===== config.mk =====
export PLATFORM = sky130hd
export DESIGN_NAME = fixed_point_neuron_mac_sigmoid_flat
export DESIGN_NICKNAME = d
export VERILOG_FILES = /design/src/rtl/nmac_pkg.sv /design/src/rtl/nmac_in_if.sv /design/src/rtl/nmac_out_if.sv /design/src/rtl/fixed_point_neuron_mac_sigmoid.sv /design/src/rtl/nmac_apb_regs.sv /design/src/rtl/nmac_sig_div.sv /design/src/flat_wrapper.sv
export SDC_FILE = /design/constraint.sdc
export NUM_CORES = 1
export LEC_CHECK = 0
export ABC_AREA = 1
export BUFFER_PORTS_ARGS = -buffer_cell sky130_fd_sc_hd__buf_4
export CORE_MARGIN = 2
export CORE_UTILIZATION = 42
export CTS_BUF_LIST = sky130_fd_sc_hd__clkbuf_8
export CTS_CLUSTER_DIAMETER = 80
export DETAILED_ROUTE_END_ITERATION = 6
export GPL_TIMING_DRIVEN = 0
export SYNTH_ARGS = -nofsm -noshare
export SYNTH_HDL_FRONTEND = slang
export SYNTH_SLANG_ARGS = --single-unit

===== constraint.sdc =====
create_clock -name clk -period 8.43 [get_ports clk]
set_input_delay 1.686 -clock clk [delete_from_list [all_inputs] [get_ports clk]]
set_output_delay 1.686 -clock clk [all_outputs]
set_load 0.01 [all_outputs]

===== src/rtl/nmac_pkg.sv =====
package nmac_pkg;

    localparam int WEIGHT_W = 14;
    localparam int SAMPLE_W = 16;
    localparam int PROD_W   = WEIGHT_W + SAMPLE_W;
    localparam int FRAC_W   = 10;                   // one = 1024
    localparam int TERM_W   = PROD_W - FRAC_W;
    localparam int SUM_W    = 27;
    localparam int RESULT_W = SUM_W + 1;
    localparam int BIAS_W   = 14;
    localparam int SIG_W    = FRAC_W;               // sigmoid output 0..1023
    localparam int REM_W    = RESULT_W;             // |x| and |x|+1024 fit here
    localparam int STEP_W   = 4;
    localparam logic [STEP_W-1:0] LAST_STEP = STEP_W'(SIG_W - 1);
    localparam logic [REM_W-1:0]  ONE_SCALE = REM_W'(1 << FRAC_W);

    localparam int DATA_W = 32;
    localparam int ADDR_W = 3;

    // register index, taken from paddr[2]
    localparam logic REG_BIAS    = 1'b0;
    localparam logic REG_SIGMOID = 1'b1;

    typedef struct packed {
        logic signed [BIAS_W-1:0] bias;
        logic                     apply_sigmoid;
    } cfg_t;

    typedef struct packed {
        logic busy;
        logic done;
    } div_stat_t;

    typedef enum logic [2:0] {
        ST_IDLE,
        ST_ACC,
        ST_DSTART,
        ST_DIV,
        ST_DONE
    } state_t;

endpackage


===== src/rtl/nmac_in_if.sv =====
interface nmac_in_if;
    import nmac_pkg::*;

    logic                       valid;
    logic                       ready;
    logic signed [WEIGHT_W-1:0] weight_value;
    logic signed [SAMPLE_W-1:0] sample_value;
    logic                       last_term;

    modport source (output valid, output weight_value, output sample_value,
                    output last_term, input ready);
    modport sink   (input valid, input weight_value, input sample_value,
                    input last_term, output ready);
endinterface


===== src/rtl/nmac_out_if.sv =====
interface nmac_out_if;
    import nmac_pkg::*;

    logic                       valid;
    logic                       ready;
    logic signed [RESULT_W-1:0] result_value;

    modport source (output valid, output result_value, input ready);
    modport sink   (input valid, input result_value, output ready);
endinterface


===== src/rtl/fixed_point_neuron_mac_sigmoid.sv =====
// a pair is multiplied first, then truncated and accumulated
// a last pair in raw mode passes the accumulate and done states into the output register
// a last pair in sigmoid mode also passes the divide start state and the divider's ten steps
// ready only while the sequencer idles, so a new pair waits until the last one is through
// rst_n clears the sum, the sequencer and the output valid, bias to 0, sigmoid on
module fixed_point_neuron_mac_sigmoid (
    input  logic                         clk,
    input  logic                         rst_n,
    nmac_in_if.sink                      in_ch,
    nmac_out_if.source                   out_ch,
    input  logic                         psel,
    input  logic                         penable,
    input  logic                         pwrite,
    input  logic [nmac_pkg::ADDR_W-1:0]  paddr,
    input  logic [nmac_pkg::DATA_W-1:0]  pwdata,
    output logic [nmac_pkg::DATA_W-1:0]  prdata,
    output logic                         pready
);
    import nmac_pkg::*;

    cfg_t                       cfg;
    div_stat_t                  div_stat;
    logic [SIG_W-1:0]           div_sig;
    logic                       div_start;

    state_t                     state_reg;
    state_t                     state_next;
    logic signed [PROD_W-1:0]   prod_reg;
    logic signed [PROD_W-1:0]   prod_next;
    logic                       last_reg;
    logic                       last_next;
    logic signed [SUM_W-1:0]    sum_reg;
    logic signed [SUM_W-1:0]    sum_next;
    logic signed [RESULT_W-1:0] x_reg;
    logic signed [RESULT_W-1:0] x_next;
    logic                       out_valid_reg;
    logic                       out_valid_next;
    logic signed [RESULT_W-1:0] out_data_reg;
    logic signed [RESULT_W-1:0] out_data_next;

    logic                       in_xfer;
    logic                       out_free;
    logic signed [TERM_W-1:0]   term;
    logic signed [SUM_W-1:0]    sum_acc;

    nmac_apb_regs u_regs (
        .clk     (clk),
        .rst_n   (rst_n),
        .psel    (psel),
        .penable (penable),
        .pwrite  (pwrite),
        .paddr   (paddr),
        .pwdata  (pwdata),
        .prdata  (prdata),
        .pready  (pready),
        .cfg     (cfg)
    );

    nmac_sig_div u_div (
        .clk   (clk),
        .rst_n (rst_n),
        .start (div_start),
        .x     (x_reg),
        .stat  (div_stat),
        .sig   (div_sig)
    );

    assign in_ch.ready = (state_reg == ST_IDLE);
    assign in_xfer     = in_ch.valid && in_ch.ready;
    assign out_free    = !out_valid_reg || out_ch.ready;

    // product / 1024 truncated toward zero
    assign term    = prod_reg[PROD_W-1:FRAC_W]
                   + TERM_W'(prod_reg[PROD_W-1] && (prod_reg[FRAC_W-1:0] != '0));
    assign sum_acc = sum_reg + SUM_W'(term);

    always_comb
    begin
        state_next     = state_reg;
        prod_next      = prod_reg;
        last_next      = last_reg;
        sum_next       = sum_reg;
        x_next         = x_reg;
        out_valid_next = out_valid_reg;
        out_data_next  = out_data_reg;
        div_start      = 1'b0;

        if (out_valid_reg && out_ch.ready)
        begin
            out_valid_next = 1'b0;
        end

        unique case (state_reg)
            ST_IDLE:
            begin
                if (in_xfer)
                begin
                    prod_next  = PROD_W'(in_ch.weight_value) * PROD_W'(in_ch.sample_value);
                    last_next  = in_ch.last_term;
                    state_next = ST_ACC;
                end
            end
            ST_ACC:
            begin
                if (last_reg)
                begin
                    x_next     = RESULT_W'(sum_acc) + RESULT_W'(cfg.bias);
                    sum_next   = '0;
                    state_next = cfg.apply_sigmoid ? ST_DSTART : ST_DONE;
                end
                else
                begin
                    sum_next   = sum_acc;
                    state_next = ST_IDLE;
                end
            end
            ST_DSTART:
            begin
                div_start  = 1'b1;
                state_next = ST_DIV;
            end
            ST_DIV:
            begin
                if (div_stat.done)
                begin
                    state_next = ST_DONE;
                end
            end
            ST_DONE:
            begin
                if (out_free)
                begin
                    out_valid_next = 1'b1;
                    out_data_next  = cfg.apply_sigmoid ? RESULT_W'({1'b0, div_sig}) : x_reg;
                    state_next     = ST_IDLE;
                end
            end
            default:
            begin
                state_next = ST_IDLE;
            end
        endcase
    end

    always_ff @(posedge clk or negedge rst_n)
    begin
        if (!rst_n)
        begin
            state_reg     <= ST_IDLE;
            sum_reg       <= '0;
            out_valid_reg <= 1'b0;
            last_reg      <= 1'b0;
        end
        else
        begin
            state_reg     <= state_next;
            sum_reg       <= sum_next;
            out_valid_reg <= out_valid_next;
            last_reg      <= last_next;
        end
    end

    always_ff @(posedge clk)
    begin
        prod_reg     <= prod_next;
        x_reg        <= x_next;
        out_data_reg <= out_data_next;
    end

    assign out_ch.valid        = out_valid_reg;
    assign out_ch.result_value = out_data_reg;

    a_accept_to_acc: assert property (@(posedge clk) disable iff (!rst_n)
        in_xfer |=> state_reg == ST_ACC)
        else $error("accepted pair did not reach accumulate");

    a_sum_clears: assert property (@(posedge clk) disable iff (!rst_n)
        (state_reg == ST_ACC && last_reg) |=> sum_reg == '0)
        else $error("running sum not cleared after last pair");

    a_done_in_div: assert property (@(posedge clk) disable iff (!rst_n)
        div_stat.done |-> state_reg == ST_DIV)
        else $error("divider finished outside the divide state");

    a_div_idle_start: assert property (@(posedge clk) disable iff (!rst_n)
        div_start |-> !div_stat.busy)
        else $error("divider started while busy");

    a_sig_range: assert property (@(posedge clk) disable iff (!rst_n)
        (state_reg == ST_DONE && out_free && cfg.apply_sigmoid)
            |=> (out_ch.result_value >= 0 && out_ch.result_value < RESULT_W'(1 << SIG_W)))
        else $error("sigmoid result out of range");

endmodule


===== src/rtl/nmac_apb_regs.sv =====
module nmac_apb_regs (
    input  logic                         clk,
    input  logic                         rst_n,
    input  logic                         psel,
    input  logic                         penable,
    input  logic                         pwrite,
    input  logic [nmac_pkg::ADDR_W-1:0]  paddr,
    input  logic [nmac_pkg::DATA_W-1:0]  pwdata,
    output logic [nmac_pkg::DATA_W-1:0]  prdata,
    output logic                         pready,
    output nmac_pkg::cfg_t               cfg
);
    import nmac_pkg::*;

    logic signed [BIAS_W-1:0] bias_reg;
    logic signed [BIAS_W-1:0] bias_next;
    logic                     sig_reg;
    logic                     sig_next;
    logic                     wr_en;
    logic                     reg_idx;

    assign pready  = 1'b1;
    assign wr_en   = psel && penable && pwrite && pready;
    assign reg_idx = paddr[2];

    always_comb
    begin
        bias_next = bias_reg;
        sig_next  = sig_reg;
        if (wr_en)
        begin
            unique case (reg_idx)
                REG_BIAS:    bias_next = pwdata[BIAS_W-1:0];
                REG_SIGMOID: sig_next  = pwdata[0];
                default:     ;
            endcase
        end
    end

    always_ff @(posedge clk or negedge rst_n)
    begin
        if (!rst_n)
        begin
            bias_reg <= '0;
            sig_reg  <= 1'b1;
        end
        else
        begin
            bias_reg <= bias_next;
            sig_reg  <= sig_next;
        end
    end

    always_comb
    begin
        unique case (reg_idx)
            REG_BIAS:    prdata = DATA_W'(bias_reg);
            REG_SIGMOID: prdata = DATA_W'(sig_reg);
            default:     prdata = '0;
        endcase
    end

    assign cfg.bias          = bias_reg;
    assign cfg.apply_sigmoid = sig_reg;

endmodule


===== src/rtl/nmac_sig_div.sv =====
module nmac_sig_div (
    input  logic                                clk,
    input  logic                                rst_n,
    input  logic                                start,
    input  logic signed [nmac_pkg::RESULT_W-1:0] x,
    output nmac_pkg::div_stat_t                 stat,
    output logic [nmac_pkg::SIG_W-1:0]          sig
);
    import nmac_pkg::*;

    logic [REM_W-1:0]  rem_reg;
    logic [REM_W-1:0]  rem_next;
    logic [REM_W-1:0]  den_reg;
    logic [REM_W-1:0]  den_next;
    logic [SIG_W-1:0]  quo_reg;
    logic [SIG_W-1:0]  quo_next;
    logic [STEP_W-1:0] cnt_reg;
    logic [STEP_W-1:0] cnt_next;
    logic              neg_reg;
    logic              neg_next;
    logic              busy_reg;
    logic              busy_next;
    logic              done_reg;
    logic              done_next;
    logic [REM_W-1:0]  mag;
    logic [REM_W:0]    shifted;
    logic [REM_W:0]    diff;
    logic [SIG_W:0]    biased;

    // |x| of the most negative 28-bit value still fits unsigned
    assign mag     = x[RESULT_W-1] ? REM_W'(-x) : REM_W'(x);
    // quotient is below 1024, so the remainder starts at |x| and ten steps follow
    assign shifted = {rem_reg, 1'b0};
    assign diff    = shifted - {1'b0, den_reg};

    always_comb
    begin
        rem_next  = rem_reg;
        den_next  = den_reg;
        quo_next  = quo_reg;
        cnt_next  = cnt_reg;
        neg_next  = neg_reg;
        busy_next = busy_reg;
        done_next = 1'b0;
        if (start)
        begin
            rem_next  = mag;
            den_next  = mag + ONE_SCALE;
            quo_next  = '0;
            cnt_next  = '0;
            neg_next  = x[RESULT_W-1];
            busy_next = 1'b1;
        end
        else if (busy_reg)
        begin
            if (!diff[REM_W])
            begin
                rem_next = diff[REM_W-1:0];
                quo_next = {quo_reg[SIG_W-2:0], 1'b1};
            end
            else
            begin
                rem_next = shifted[REM_W-1:0];
                quo_next = {quo_reg[SIG_W-2:0], 1'b0};
            end
            cnt_next = cnt_reg + 1'b1;
            if (cnt_reg == LAST_STEP)
            begin
                busy_next = 1'b0;
                done_next = 1'b1;
            end
        end
    end

    always_ff @(posedge clk or negedge rst_n)
    begin
        if (!rst_n)
        begin
            busy_reg <= 1'b0;
            done_reg <= 1'b0;
            cnt_reg  <= '0;
        end
        else
        begin
            busy_reg <= busy_next;
            done_reg <= done_next;
            cnt_reg  <= cnt_next;
        end
    end

    always_ff @(posedge clk)
    begin
        rem_reg <= rem_next;
        den_reg <= den_next;
        quo_reg <= quo_next;
        neg_reg <= neg_next;
    end

    // (q + 1024) / 2 with q signed; the sum is always positive
    assign biased = neg_reg ? (ONE_SCALE[SIG_W:0] - {1'b0, quo_reg})
                            : (ONE_SCALE[SIG_W:0] + {1'b0, quo_reg});
    assign sig    = biased[SIG_W:1];

    assign stat.busy = busy_reg;
    assign stat.done = done_reg;

endmodule

===== src/flat_wrapper.sv =====
// flat-port wrapper written by rule: the top's interface ports become plain ports
module fixed_point_neuron_mac_sigmoid_flat import nmac_pkg::*;
  (clk, rst_n, psel, penable, pwrite, paddr, pwdata, prdata, pready, in_ch_valid, in_ch_weight_value, in_ch_sample_value, in_ch_last_term, in_ch_ready, out_ch_valid, out_ch_result_value, out_ch_ready);
  nmac_in_if in_ch_i ();
  nmac_out_if out_ch_i ();
  input  logic clk;
  input  logic rst_n;
  input  logic psel;
  input  logic penable;
  input  logic pwrite;
  input  logic [nmac_pkg::ADDR_W-1:0] paddr;
  input  logic [nmac_pkg::DATA_W-1:0] pwdata;
  output logic [nmac_pkg::DATA_W-1:0] prdata;
  output logic pready;
  input wire logic [$bits(in_ch_i.valid)-1:0] in_ch_valid;
  input wire logic [$bits(in_ch_i.weight_value)-1:0] in_ch_weight_value;
  input wire logic [$bits(in_ch_i.sample_value)-1:0] in_ch_sample_value;
  input wire logic [$bits(in_ch_i.last_term)-1:0] in_ch_last_term;
  output wire logic [$bits(in_ch_i.ready)-1:0] in_ch_ready;
  output wire logic [$bits(out_ch_i.valid)-1:0] out_ch_valid;
  output wire logic [$bits(out_ch_i.result_value)-1:0] out_ch_result_value;
  input wire logic [$bits(out_ch_i.ready)-1:0] out_ch_ready;
  assign in_ch_i.valid = in_ch_valid;
  assign in_ch_i.weight_value = in_ch_weight_value;
  assign in_ch_i.sample_value = in_ch_sample_value;
  assign in_ch_i.last_term = in_ch_last_term;
  assign in_ch_ready = in_ch_i.ready;
  assign out_ch_valid = out_ch_i.valid;
  assign out_ch_result_value = out_ch_i.result_value;
  assign out_ch_i.ready = out_ch_ready;
  fixed_point_neuron_mac_sigmoid u_core (.clk(clk), .rst_n(rst_n), .in_ch(in_ch_i), .out_ch(out_ch_i), .psel(psel), .penable(penable), .pwrite(pwrite), .paddr(paddr), .pwdata(pwdata), .prdata(prdata), .pready(pready));
endmodule

; Yosys cells after proc, flatten, opt, wreduce, memory -nomap -nowiden
; Cells that the tools add are included.
[classes]
reduce_logical = 16
n_mul = 1
mux = 27
add_sub_neg = 9
n_eq_ne = 8
bitwise_logic = 1
[op_table]
columns = operator, n
row1 = $mux W28, 4
row2 = $pmux W32 S2, 1
row3 = $mul A14 B16 Y30, 1
row4 = $sub A29 B28 Y29, 1
row5 = $add A27 B14 Y28, 1
row6 = $add A28 B11 Y28 const B, 1
row7 = $neg A28 Y28, 1
row8 = $add A27 B20 Y27, 1
row9 = $mux W27, 1
row10 = $add A20 B1 Y20, 1
row11 = $mux W3, 5
row12 = $pmux W3 S5, 1
row13 = $add A11 B10 Y11 const A, 1
row14 = $mux W1, 11
row15 = $mux W11, 1
row16 = $sub A11 B10 Y11 const A, 1
row17 = $mux W10, 1
row18 = $reduce_and A2 Y1, 5
row19 = $reduce_bool A10 Y1, 1
row20 = $mux W4, 2
row21 = $eq A3 B2 Y1 const B, 2
row22 = $logic_and A1 B1 Y1, 5
row23 = $add A4 B1 Y4 const B, 1
row24 = $eq A4 B4 Y1 const B, 1
row25 = other kinds (10), 11
[totals]
out_inout_bits = 63
in_bits = 73
reg_bits = 206

; Logic depth before layout (Yosys ltp)
; Gate-level depths: netlist of the first run.
[depth]
ltp_word = 5
depth_mapped = 33

; Cells and area by module
; From an unflattened synthesis of the first run, not the netlist that was laid out.
[unflattened]
hier_cells = 3304
area_unflattened_um2 = 24684.9
[modules_own_cells]
columns = mod, area_each_um2, instances, seq_area_each_um2, cells_each
row1 = fixed_point_neuron_mac_sigmoid, 16957.5, 1, 3383.2, 2172
row2 = nmac_sig_div, 6790.3, 1, 2062.0, 1011
row3 = nmac_apb_regs, 937.1, 1, 376.6, 121

; Least setup slack after synthesis of the first run
; No wires, ideal clock.
[synth_path]
path_type = input to register
from = input in_ch_weight_value[2]
to = register u_core.prod_reg[27], data pin
t_required_ns = 8.171
t_arrival_ns = 7.304
setup_ns = 0.259
stages = 23
path_slack_ns = 0.867
cell_sequence = clkbuf_1 clkbuf_1 nand2_1 fa_1 inv_1 fa_1 inv_1 fa_1 inv_1 fa_1 fa_1 inv_1 fa_1 inv_1 ha_1 a21oi_1 o21ai_0 a21oi_1 nand3_1 a21o_1 nand2_1 nand2_1 xor2_1
[synth_between]
elab_chain_len = 1
[synth_lines]
columns = element, line
row1 = from (decl), flat_wrapper.sv:16  ; input wire logic [$bits(in_ch_i.weight_value)-1:0] in_ch_weight_value;
row2 = $mul A14 B16 Y30, fixed_point_neuron_mac_sigmoid.sv:98  ; prod_next = PROD_W'(in_ch.weight_value) * PROD_W'(in_ch.sample_value);
row3 = to (signal assigned), fixed_point_neuron_mac_sigmoid.sv:165  ; prod_reg <= prod_next;
row4 = to (decl), fixed_point_neuron_mac_sigmoid.sv:28  ; logic signed [PROD_W-1:0] prod_reg;
; No other way between the ends.
; A chain may end at the register's enable or synchronous reset.

; Worst setup path after layout of the first run
[layout_path]
from = input in_ch_weight_value[3]
to = register u_core.prod_reg[27], data pin
; The elaborated chain is that of the path after synthesis.

==> reports/summary.txt, run 1 <==
status = finished clean
worst skew pair latency = 0.56 ns
Antenna Violating Nets Remaining = 0
core area = 54990 sq um
Root Buffer = clkbuf_8
initial core utilization = 0.4235
Area growth syn-to-layout = 10.70%
Final #Nets = 3539
most frequent cells in the layout = 706 x nand2_1, 595 x inv_1, 221 x fa_1
CP Data Required Time = 8.73 ns
largest family of logic cells by synthesized area = adder cells
Vias/cell = 5.015
Slew @ Worst Pin = 1.182 ns
Area contributors post-synth = fa_1 19%, edfxtp_1 18%, nand2_1 11%, inv_1 9.5%, ha_1 8.6%
RSZ-0062 raised after global routing = no
setup violators final = 0
first-pass GRT wire length = 104.4 mm
cts hold-fix bufs = 0
endpoints failing hold = 0
clock slew at reported path FFs = 0.06 ns
library cells used by synthesis = 64
crit-path max FO = 10
CP max stage cell = fa_2
multiplexer share of the synthesized area = 0
Die Y = 239.5 um
CTS sink count = 206
final core utilization = 0.4688
commonest non-fill, non-tap cell in the layout = nand2_1
antenna violations before repair = 1
clock skew = 0.03270 ns
gpl congestion = 0.9442
drt wl/cell = 16.68 um
num ports = 136
area share of the largest cell type after synthesis = 0.1908
gr ovfl total = 0
Synth async-reset ratio = 0.2573
Crit Path Class = in2reg
fin crit period = 8.003 ns
synth warn = 0
Hold Path Class = reg2reg
clk buf depth = 3
via count = 19340
Synth Net Count = 3396
Peak Freq = 124.9 MHz
row cnt = 86
layout cells sized above 1 = 0.08239
post-synthesis adder-cell area fraction = 0.2768
total global-route track usage = 0.2326
#FFs+latches synth = 206
synthesized instance count = 2941
drt first pass iters = 7
Layout Cells excl Fill = 3857
setup TNS = 0 ns
Synth Area in XOR/XNOR = 0.05502
Mapped Avg Cell Area = 7.918 sq um
largest area contributor in the netlist = fa_1
largest net degree at the start of global routing = 54
Main synth FF type = edfxtp_1
Cell Chain, Critical Path = clkbuf_1 -> clkbuf_1 -> nand2_1 -> fa_1 -> inv_1 -> fa_2 -> inv_1 -> fa_1 -> inv_1 -> fa_1 -> fa_1 -> inv_1 -> fa_1 -> inv_1 -> ha_1 -> a21oi_1 -> o21ai_0 -> a21oi_1 -> nand3_1 -> a21o_1 -> nand2_1 -> nand2_1 -> xor2_1
chip width = 239.5 um
DRC errors left = 0
Starting DRT DRC Count = 1415
Arrival @ worst endpoint = 8.30 ns
final worst-path cycle share = 0.9494
max FFs per register = 30
Max-slew headroom = 0.2114
Final Max Tran Viols = 0
dpl hpwl = 54.21 mm
TritonCTS buffer count = 36
H-tree depth = 2
mapped cell area = 23290 sq um
Placed Cells = 3793
sequential share of the synthesized area = 0.2500
number of global-route vias before repair = 19700
Fill cells = 5487
number of flops mapped to enable cells by yosys = 143
Compound-Gate Fraction of Synth Area = 0.08135
final WL = 64.32 mm
max_cap viols = 0
CTS tree = yes
simple-gate share of the synthesized area = 0.2215
critical path's largest stage delay = 0.79 ns
Die ar. = 57350 sq um
Startpoint Class = input pin
CP endpoint kind = register
PortBufs = 100
-- through the flow --
step	hold WS, ns	cell area [sq um]	worst slack (ns)
CTS	0.4816	25740	0.3635
detailed placement	0.4755	25050	-0.2066
finish	0.4741	25780	0.4266
global placement	0.4571	24970	-0.1693
floorplan	0.4206	23290	0.8671
global route	0.4911	25780	0.1238
-- Yosys cell counts, types with 11 or more instances --
cell type and n:
nor3_1 31, inv_1 588, o21ai_0 89, dfrtp_1 52
xor2_1 81, nand2_1 706, nand2_2 14, buf_4 19
nor2_2 11, fa_1 222, nand3_1 119, a21oi_1 134
edfxtp_1 143, ha_1 160, nor2_1 221, a31oi_1 11
a21o_1 15, a22o_1 15, xnor2_1 59, clkbuf_1 63
nand4_1 37
-- metal layers --
| layer | vias to the layer above | track usage | part of all wire | wire, um |
|---|---|---|---|---|
| li1 | 9451 | - | - | - |
| met1 | 9342 | 0.3262 | 0.46 | 29840 |
| met2 | 474 | 0.3828 | 0.46 | 29710 |
| met3 | 75 | 0.03457 | 0.056 | 3623 |
| met4 | 0 | 0.04697 | 0.018 | 1148 |
| met5 | - | 0 | 0 | 0 |
-- worst max-delay path, delay by kind of cell --
| kind | cells | cell delay, ns |
|---|---|---|
| simple gates | 4 | 0.60 |
| compound gates | 4 | 0.93 |
| xor+xnor | 1 | 0.14 |
| buf+inv | 7 | 1.19 |
| fa+ha+maj | 7 | 3.72 |
-- final timing paths --
kind / from / end / slack [ns] / cells past startpoint
hold / removal: u_core.u_div.cnt_reg[3] / u_core.u_div.cnt_reg[3] / 0.47 / 1
max in group asynchronous: rst_n / u_core.u_div.cnt_reg[2] / 6.70 / 1
min in group asynchronous: rst_n / u_core.u_regs.bias_reg[10] / 1.18 / 1
setup / recovery: in_ch_weight_value[3] / u_core.prod_reg[27] / 0.43 / 23
hold reg to reg: u_core.u_div.cnt_reg[3] / u_core.u_div.cnt_reg[3] / 0.47 / 1
setup reg to reg: u_core.prod_reg[5] / u_core.x_reg[23] / 2.60 / 27
-- repair_timing --
item,4_1_cts,5_1_grt
gates resized for setup,0,1
buffers inserted,0,0
endpoints found under the setup margin,0,1
hold endpoints to repair,0,0
-- area by class of cell --
class                      instances  area (sq um)  area share
tap                              748         935.9     0.03631
clock buffer                      37         509.2     0.01975
timing repair buffer             105         843.3     0.03271
sequential                       206          5822      0.2258
antenna                            2         5.005   0.0001941
buffer                            91         449.2     0.01742
multi-input combinational       2049         14790      0.5739
inverter                         595          2233     0.08664
clock inverter                    24         186.4    0.007232
-- kinds of logic after synthesis --
kind of cell / Yosys count
fa+ha+maj: 382
buf+inv: 686
xor+xnor: 142
simple gates: 1199
other cells: 1
compound gates: 325
flops: 206
Power of run 1 is not shown: default switching activity piles up to over one toggle a cycle in this logic, so the estimate is an artifact.
==> run 2, diff against run 1 <==
CORE_ASPECT_RATIO = 2   (was default)
==> reports/summary.txt, run 2 (same netlist as run 1, synthesis figures left out) <==
chip width = 170.5 um (was 239.5 um)
Die Y = 337.0 um (was 239.5 um)
endpoints failing hold = 0 (unchanged)
Starting DRT DRC Count = 1026 (was 1415)
max FFs per register = 30 (unchanged)
antenna violations before repair = 1 (unchanged)
largest net degree at the start of global routing = 54 (unchanged)
clk buf depth = 3 (unchanged)
Cell Chain, Critical Path = clkbuf_1 -> clkbuf_2 -> nand2_1 -> fa_1 -> inv_1 -> fa_1 -> fa_1 -> fa_1 -> fa_1 -> inv_1 -> fa_1 -> inv_1 -> ha_1 -> a21oi_1 -> a21boi_0 -> and2_1 -> o21ai_1 -> a21boi_0 -> o21bai_1 -> xor2_1 (was clkbuf_1 -> clkbuf_1 -> nand2_1 -> fa_1 -> inv_1 -> fa_2 -> inv_1 -> fa_1 -> inv_1 -> fa_1 -> fa_1 -> inv_1 -> fa_1 -> inv_1 -> ha_1 -> a21oi_1 -> o21ai_0 -> a21oi_1 -> nand3_1 -> a21o_1 -> nand2_1 -> nand2_1 -> xor2_1)
CTS tree = yes (unchanged)
CP endpoint kind = register (unchanged)
Slew @ Worst Pin = 1.275 ns (was 1.182 ns)
Arrival @ worst endpoint = 8.39 ns (was 8.30 ns)
Hold Path Class = reg2reg (unchanged)
RSZ-0062 raised after global routing = no (unchanged)
Antenna Violating Nets Remaining = 0 (unchanged)
setup violators final = 0 (unchanged)
Finished Cell Area = 25760 sq um (was 25780 sq um)
Root Buffer = clkbuf_8 (unchanged)
Crit Path Class = in2reg (unchanged)
CP startpoint = in_ch_weight_value[10] (was in_ch_weight_value[3])
Final #Nets = 3535 (was 3539)
clock skew = 0.03020 ns (was 0.03270 ns)
drt first pass iters = 6 (was 7)
DRC errors left = 0 (unchanged)
commonest non-fill, non-tap cell in the layout = nand2_1 (unchanged)
max_cap viols = 0 (unchanged)
CTS sink count = 206 (unchanged)
fin crit period = 8.073 ns (was 8.003 ns)
Max-slew headroom = 0.1490 (was 0.2114)
critical path's largest stage delay = 0.71 ns (was 0.79 ns)
Startpoint Class = input pin (unchanged)
Peak Freq = 123.9 MHz (was 124.9 MHz)
postcts setup bufs = 0 (unchanged)
crit-path max FO = 10 (unchanged)
Vias/cell = 5.197 (was 5.015)
Final Max Tran Viols = 0 (unchanged)
num ports = 136 (unchanged)
most frequent cells in the layout = 706 x nand2_1, 599 x inv_1, 221 x fa_1 (was 706 x nand2_1, 595 x inv_1, 221 x fa_1)
status = finished clean (unchanged)
final WL = 78.62 mm (was 64.32 mm)
gr ovfl total = 0 (unchanged)
CP max stage cell = fa_1 (was fa_2)
initial core utilization = 0.4226 (was 0.4235)
crit path buf inv count = 5 (was 7)
worst skew pair latency = 0.59 ns (was 0.56 ns)
reg-to-reg startpoint = u_core.prod_reg[29] (was u_core.prod_reg[5])
Worst Hold Path Cells = 1 (unchanged)
drt wl/cell = 20.42 um (was 16.68 um)
Area growth syn-to-layout = 10.61% (was 10.70%)
first-pass GRT wire length = 119.3 mm (was 104.4 mm)
total global-route track usage = 0.2811 (was 0.2326)
Die ar. = 57460 sq um (was 57350 sq um)
worst hold path startpoint = u_core.u_div.cnt_reg[3] (unchanged)
R2R cell count = 24 (was 27)
core area = 55110 sq um (was 54990 sq um)
H-tree depth = 2 (unchanged)
CP Data Required Time = 8.75 ns (was 8.73 ns)
Worst path depth = 20 (was 23)
dpl hpwl = 66.62 mm (was 54.21 mm)
PortBufs = 100 (unchanged)
post-place setup slack = -0.6091 ns (was -0.2066 ns)
clock slew at reported path FFs = 0.06 ns (about the same)
final worst-path cycle share = 0.9576 (was 0.9494)
number of global-route vias before repair = 21680 (was 19700)
placed cell areas = 25030 sq um (was 25050 sq um)
via count = 20020 (was 19340)
TritonCTS buffer count = 35 (was 36)
gpl congestion = 1.034 (was 0.9442)
most frequent CP cell = fa_1
setup slack after layout = 0.3575 ns (was 0.4266 ns)
crit-path leading delay family = adder cells (unchanged)
cts hold-fix bufs = 0 (unchanged)
layout cells sized above 1 = 0.08307 (was 0.08239)
setup TNS = 0 ns (unchanged)
row cnt = 122 (was 86)
==> run 2: cell count changes in the layout (fill, tap and decap cells not counted), sizes merged <==
cell	previous run	this run
buf	133	130
bufinv	3	2
clkbuf	100	104
inv	600	605
diode	2	1
clkinv	14	8
==> run 2: per-stage QoR <==
| stage | hold WS (ns) | utilization | instances |
|---|---|---|---|
| finish | 0.4703 | 0.4674 | 3851 |
| global route | 0.5082 | 0.4674 | 3851 |
| CTS | 0.4691 | 0.4673 | 3850 |
| detailed placement | 0.4606 | 0.4543 | 3787 |
| global placement | 0.4502 | 0.4531 | 3785 |
| floorplan | 0.4206 | - | 2941 |
==> run 2: final timing paths <==
path | end | slack, ns
min in group asynchronous | u_core.u_regs.bias_reg[12] | 1.17
worst min-delay path | u_core.u_div.cnt_reg[3] | 0.47
max in group asynchronous | u_core.out_ch.valid | 6.69
worst max-delay path | u_core.prod_reg[24] | 0.36
worst max register to register | u_core.x_reg[24] | 2.10
worst min register to register | u_core.u_div.cnt_reg[3] | 0.47
==> run 2: per-layer routing <==
metal | GRT usage | routed length, um | up-vias
met5 | 0 | 0 | -
met2 | 0.5796 | 45350 | 576
met1 | 0.2281 | 23160 | 9678
met3 | 0.02782 | 2416 | 308
li1 | - | - | 9453
met4 | 0.2299 | 7697 | 0
==> run 2: timing repair <==
action / in CTS / in global routing
gates resized for setup: 1 / 6
pin swaps: 0 / 0
setup endpoints to repair: 1 / 2
==> run 2: final cells by class <==
class                   instances  area [sq um]
fillers                      5617         29350
multi-input cells            2049         14800
flip-flops and latches        206          5822
inverters                     595          2233
well taps                     744         930.9
repair buffers                102         798.3
clock buffers                  41         564.3
plain buffers                  91         452.9
clock inverters                22         152.6
diodes                          1         2.502
Power of run 2 is left out for the same reason.
